`src/rtl/drt_pkg.sv`:
```
package drt_pkg;

   localparam int LOCAL_ENTRIES_DEF  = 1024;
   localparam int SUBNET_ENTRIES_DEF = 64;
   localparam int HOST_ID_BYTES_DEF  = 5;

   localparam logic [2:0] OP_ADDR_REQ = 3'd0;
   localparam logic [2:0] OP_RELEASE  = 3'd1;
   localparam logic [2:0] OP_GW_REG   = 3'd2;
   localparam logic [2:0] OP_ROUTE    = 3'd3;

   localparam logic [2:0] ST_ACK    = 3'd0;
   localparam logic [2:0] ST_NACK   = 3'd1;
   localparam logic [2:0] ST_GRANT  = 3'd2;
   localparam logic [2:0] ST_ROUTED = 3'd3;
   localparam logic [2:0] ST_DROP   = 3'd4;

   typedef struct packed {
      logic [2:0]  op;
      logic [39:0] host_id;
      logic [5:0]  gateway_subnet;
      logic [15:0] dest_addr;
   } req_type;

   typedef struct packed {
      logic [2:0]  status;
      logic [15:0] granted_addr;
      logic [39:0] dest_host;
      logic        via_gateway;
   } rsp_type;

   typedef enum logic [2:0] {
      S_CLEAR,
      S_IDLE,
      S_SCAN,
      S_LOOKUP,
      S_FINISH
   } fsm_state_type;

   typedef struct packed {
      logic clr;
      logic load;
      logic scan;
      logic lookup;
      logic finish;
   } ctl_cmd_type;

   typedef struct packed {
      logic clr_done;
      logic scan_done;
   } dp_status_type;

endpackage

```
`src/rtl/drt_ctrl.sv`:
```
module drt_ctrl (
   input  logic                  clock,
   input  logic                  reset,
   input  logic                  start,
   input  logic [2:0]            op,
   input  drt_pkg::dp_status_type dp_status,
   output drt_pkg::ctl_cmd_type  cmd,
   output logic                  busy
);
   import drt_pkg::*;

   fsm_state_type state_ff, state_in;

   always_ff @(posedge clock) begin
      if (reset) begin
         state_ff <= S_CLEAR;
      end else begin
         state_ff <= state_in;
      end
   end

   always_comb begin
      state_in = state_ff;
      unique case (state_ff)
         S_CLEAR: begin
            if (dp_status.clr_done) state_in = S_IDLE;
         end
         S_IDLE: begin
            if (start) begin
               unique case (op) inside
                  OP_ADDR_REQ, OP_RELEASE: state_in = S_SCAN;
                  OP_ROUTE:                state_in = S_LOOKUP;
                  default:                 state_in = S_FINISH;
               endcase
            end
         end
         S_SCAN: begin
            if (dp_status.scan_done) state_in = S_FINISH;
         end
         S_LOOKUP: state_in = S_FINISH;
         S_FINISH: state_in = S_IDLE;
         default:  state_in = S_IDLE;
      endcase
   end

   always_comb begin
      cmd  = '0;
      busy = 1'b1;
      unique case (state_ff)
         S_CLEAR:  cmd.clr = 1'b1;
         S_IDLE: begin
            busy     = 1'b0;
            cmd.load = start;
         end
         S_SCAN:   cmd.scan   = 1'b1;
         S_LOOKUP: cmd.lookup = 1'b1;
         S_FINISH: cmd.finish = 1'b1;
         default:  busy = 1'b1;
      endcase
   end

endmodule

```
`config.mk`:
```
export PLATFORM = sky130hd
export DESIGN_NAME = drt_ctrl
export DESIGN_NICKNAME = d
export VERILOG_FILES = /design/src/rtl/drt_pkg.sv /design/src/rtl/drt_ctrl.sv
export SDC_FILE = /design/constraint.sdc
export NUM_CORES = 1
export LEC_CHECK = 0
export BUFFER_PORTS_ARGS = -buffer_cell sky130_fd_sc_hd__buf_2
export CORE_AREA = 2 2 39 41
export DETAILED_ROUTE_END_ITERATION = 10
export DIE_AREA = 0 0 41 43
export GPL_TIMING_DRIVEN = 0
export PLACE_DENSITY = 0.41
export SKIP_CTS_REPAIR_TIMING = 1
export SLEW_MARGIN = 20
export SYNTH_ARGS = -nofsm -noshare
export SYNTH_HDL_FRONTEND = slang
export SYNTH_SLANG_ARGS = --single-unit
```
`constraint.sdc`:
```
create_clock -name clock -period 4.3 [get_ports clock]
set_clock_uncertainty 0.1 [all_clocks]
set_input_delay 0.86 -clock clock [delete_from_list [all_inputs] [get_ports clock]]
set_output_delay 0.86 -clock clock [all_outputs]
set_load 0.02 [all_outputs]
```
==> out/results.ini <==
[run_status]
status = completed

[timing]
maxSlewHeadroom_pct = 78.5
hold_viol = 0
rsz0062_at_grt = no
hold_slack_ns = 0.517
report.final.slew_viol_count = 0
fin_crit_ns = 2.23
fmax_mhz = 448
fin_tns_setup_ns = 0
setup_viol = 0
worst_pin_slew_ns = 0.322
fin_ws_ns = 2.07
period_share_pct = 51.9

[min_path]
hold_class = register to register
holdPathStages = 2
hold_path.startpoint = state_ff[1]

[global_routing]
grt_pass1_vias = 233
grt-ovfl-total = 0
antenna_found_initial = 0
grt_max_degree = 11
grt_use_total_pct = 7.71
grt_pass1_wl_um = 903

[cts]
htreeDepth = 1
clkSinkCount = 3
cts_buffers = 3
insertion_delay_ns = 0.23
cts_max_path_buffers = 2
cts_tree = done
cts_root_buf = clkbuf_4
clk_transition_reported_paths_ns = 0.03

[cells_and_area]
reg_top3 = state_ff: 3 flops
final_common_cell = buf_2
final_cells = 61
fillers = 163
final_area_um2 = 355
antenna_cells = 0
mostFrequentLayoutCells = buf_2 (13), nor3_1 (3), clkbuf_4 (3), dfxtp_1 (3)
largest_register_ffs = 3
area_growth_pct = 45.6
final_nets = 54
drive_above_1_share_pct = 51.1
regMostFlops = state_ff

[logic_synthesis]
yosys_warnings = 0
syn_inst = 28
syn_nets = 36
synth_area_um2 = 244
ys_types = 19
seq_area_frac_synth_pct = 24.6
synth-seq-cells = 3
syn_area_per_cell_um2 = 8.71

[place]
pre_cts_ws_ns = 2.07
place_area_um2 = 329
hpwl_um = 462
dp_cells = 57
gp_congestion = 0.662
numPortBuffers = 13

[power]
ir_drop_v = 0.000139
power_density_nw_per_um2 = 408
p_leak_nw = 0.165

[routing]
drc = 0
drt_first_pass_iters = 1
wirelength_um = 547
wire_per_inst_um = 8.97
drtIter0Drc = 0
viasPerCell = 4.31
ant_nets = 0
vias = 263

[run]
drv_cap = 0

[critical_path]
slowest_stage = and3_1
crit_fanout = 3
path_class = input pin to primary output
end_kind = primary output
required_ns = 3.34
reg2reg_from = state_ff[1]
cp_common_cell = buf_2
crit_buf_inv = 2
path_cells = buf_2, and3_1, buf_2
cp_top_family = buffers and inverters
cp-startpoint = start
cp.depth = 3
cp-start-kind = input pin
max_stage_delay_ns = 0.15
crit_arrival_ns = 1.27
reg2regPathDepth = 3

[floorplanning]
initial_core_util_pct = 17.6
design.core.area_um2 = 1380
die_area_um2 = 1760
die_h_um = 43
rows = 14
io_pins = 14
die_x_um = 41

## cell usage after synthesis
cell,n,share of area (%)
dfxtp_1,3,25
nor3_1,3,6.2
a21oi_1,2,4.1
and3_1,2,5.1
inv_2,2,3.1
mux2i_1,2,8.2
nand2_1,2,3.1
a211o_1,1,3.6
a211oi_2,1,5.1
a221oi_2,1,6.2
and2b_1,1,3.1
buf_6,1,4.6
nand3b_1,1,3.1
nor2_1,1,1.5
nor2_4,1,4.6
nor3b_1,1,3.1
o21a_1,1,3.1
o21ai_0,1,2.0
or4b_4,1,5.6
## worst register-to-register path: stages (launching register included)
cell and delay, ns:
dfxtp_1 0.39, nor2_4 0.18, or4b_4 0.47, a221oi_2 0.24
## cells by family (layout without fill, tap and decap cells)
| kind of cell | after synthesis | after routing | share of synthesized area, % |
|---|---|---|---|
| muxes | 2 | 2 | 8.21 |
| DFF | 3 | 3 | 24.6 |
| and+or+nand+nor | 13 | 13 | 35.4 |
| buffers and inverters | 3 | 20 | 7.69 |
| AOI/OAI and AO/OA | 7 | 7 | 24.1 |
## stage by stage
stage	power, mW	util, %
floorplan	0.0814	-
global placement	0.0995	23.8
detailed placement	0.0983	23.8
CTS	0.149	25.7
global route	0.160	25.7
finish	0.145	25.7
## layer usage
layer	wire, um	GRT usage, %	vias to the layer above
met5	0	0	-
met4	0	4.00	0
met3	73	4.71	0
met2	210	10.3	13
met1	262	9.24	111
li1	-	-	139
## final timing paths
check        slack [ns]     endpoint
max                2.07       cmd[3]
min                0.52  state_ff[2]
max reg2reg        2.83  state_ff[1]
min reg2reg        0.52  state_ff[2]
## power breakdown
group          switching, mW  leakage, nW  total, mW  internal, mW
registers            0.00571       0.0247     0.0376        0.0319
clock network         0.0130       0.0150     0.0477        0.0347
logic                 0.0331        0.125     0.0596        0.0266
total                 0.0518        0.165      0.145        0.0931
## final cells by class
cell class	instances	area [um^2]	area share (%)
Tap cell	16	20.0	5.63
Multi-Input combinational cell	22	165	46.5
Timing Repair Buffer	13	65.1	18.3
Clock buffer	4	26.3	7.39
Inverter	2	7.51	2.11
Buffer	1	11.3	3.17
Sequential cell	3	60.1	16.9
Power figures use the tool's default switching activity.
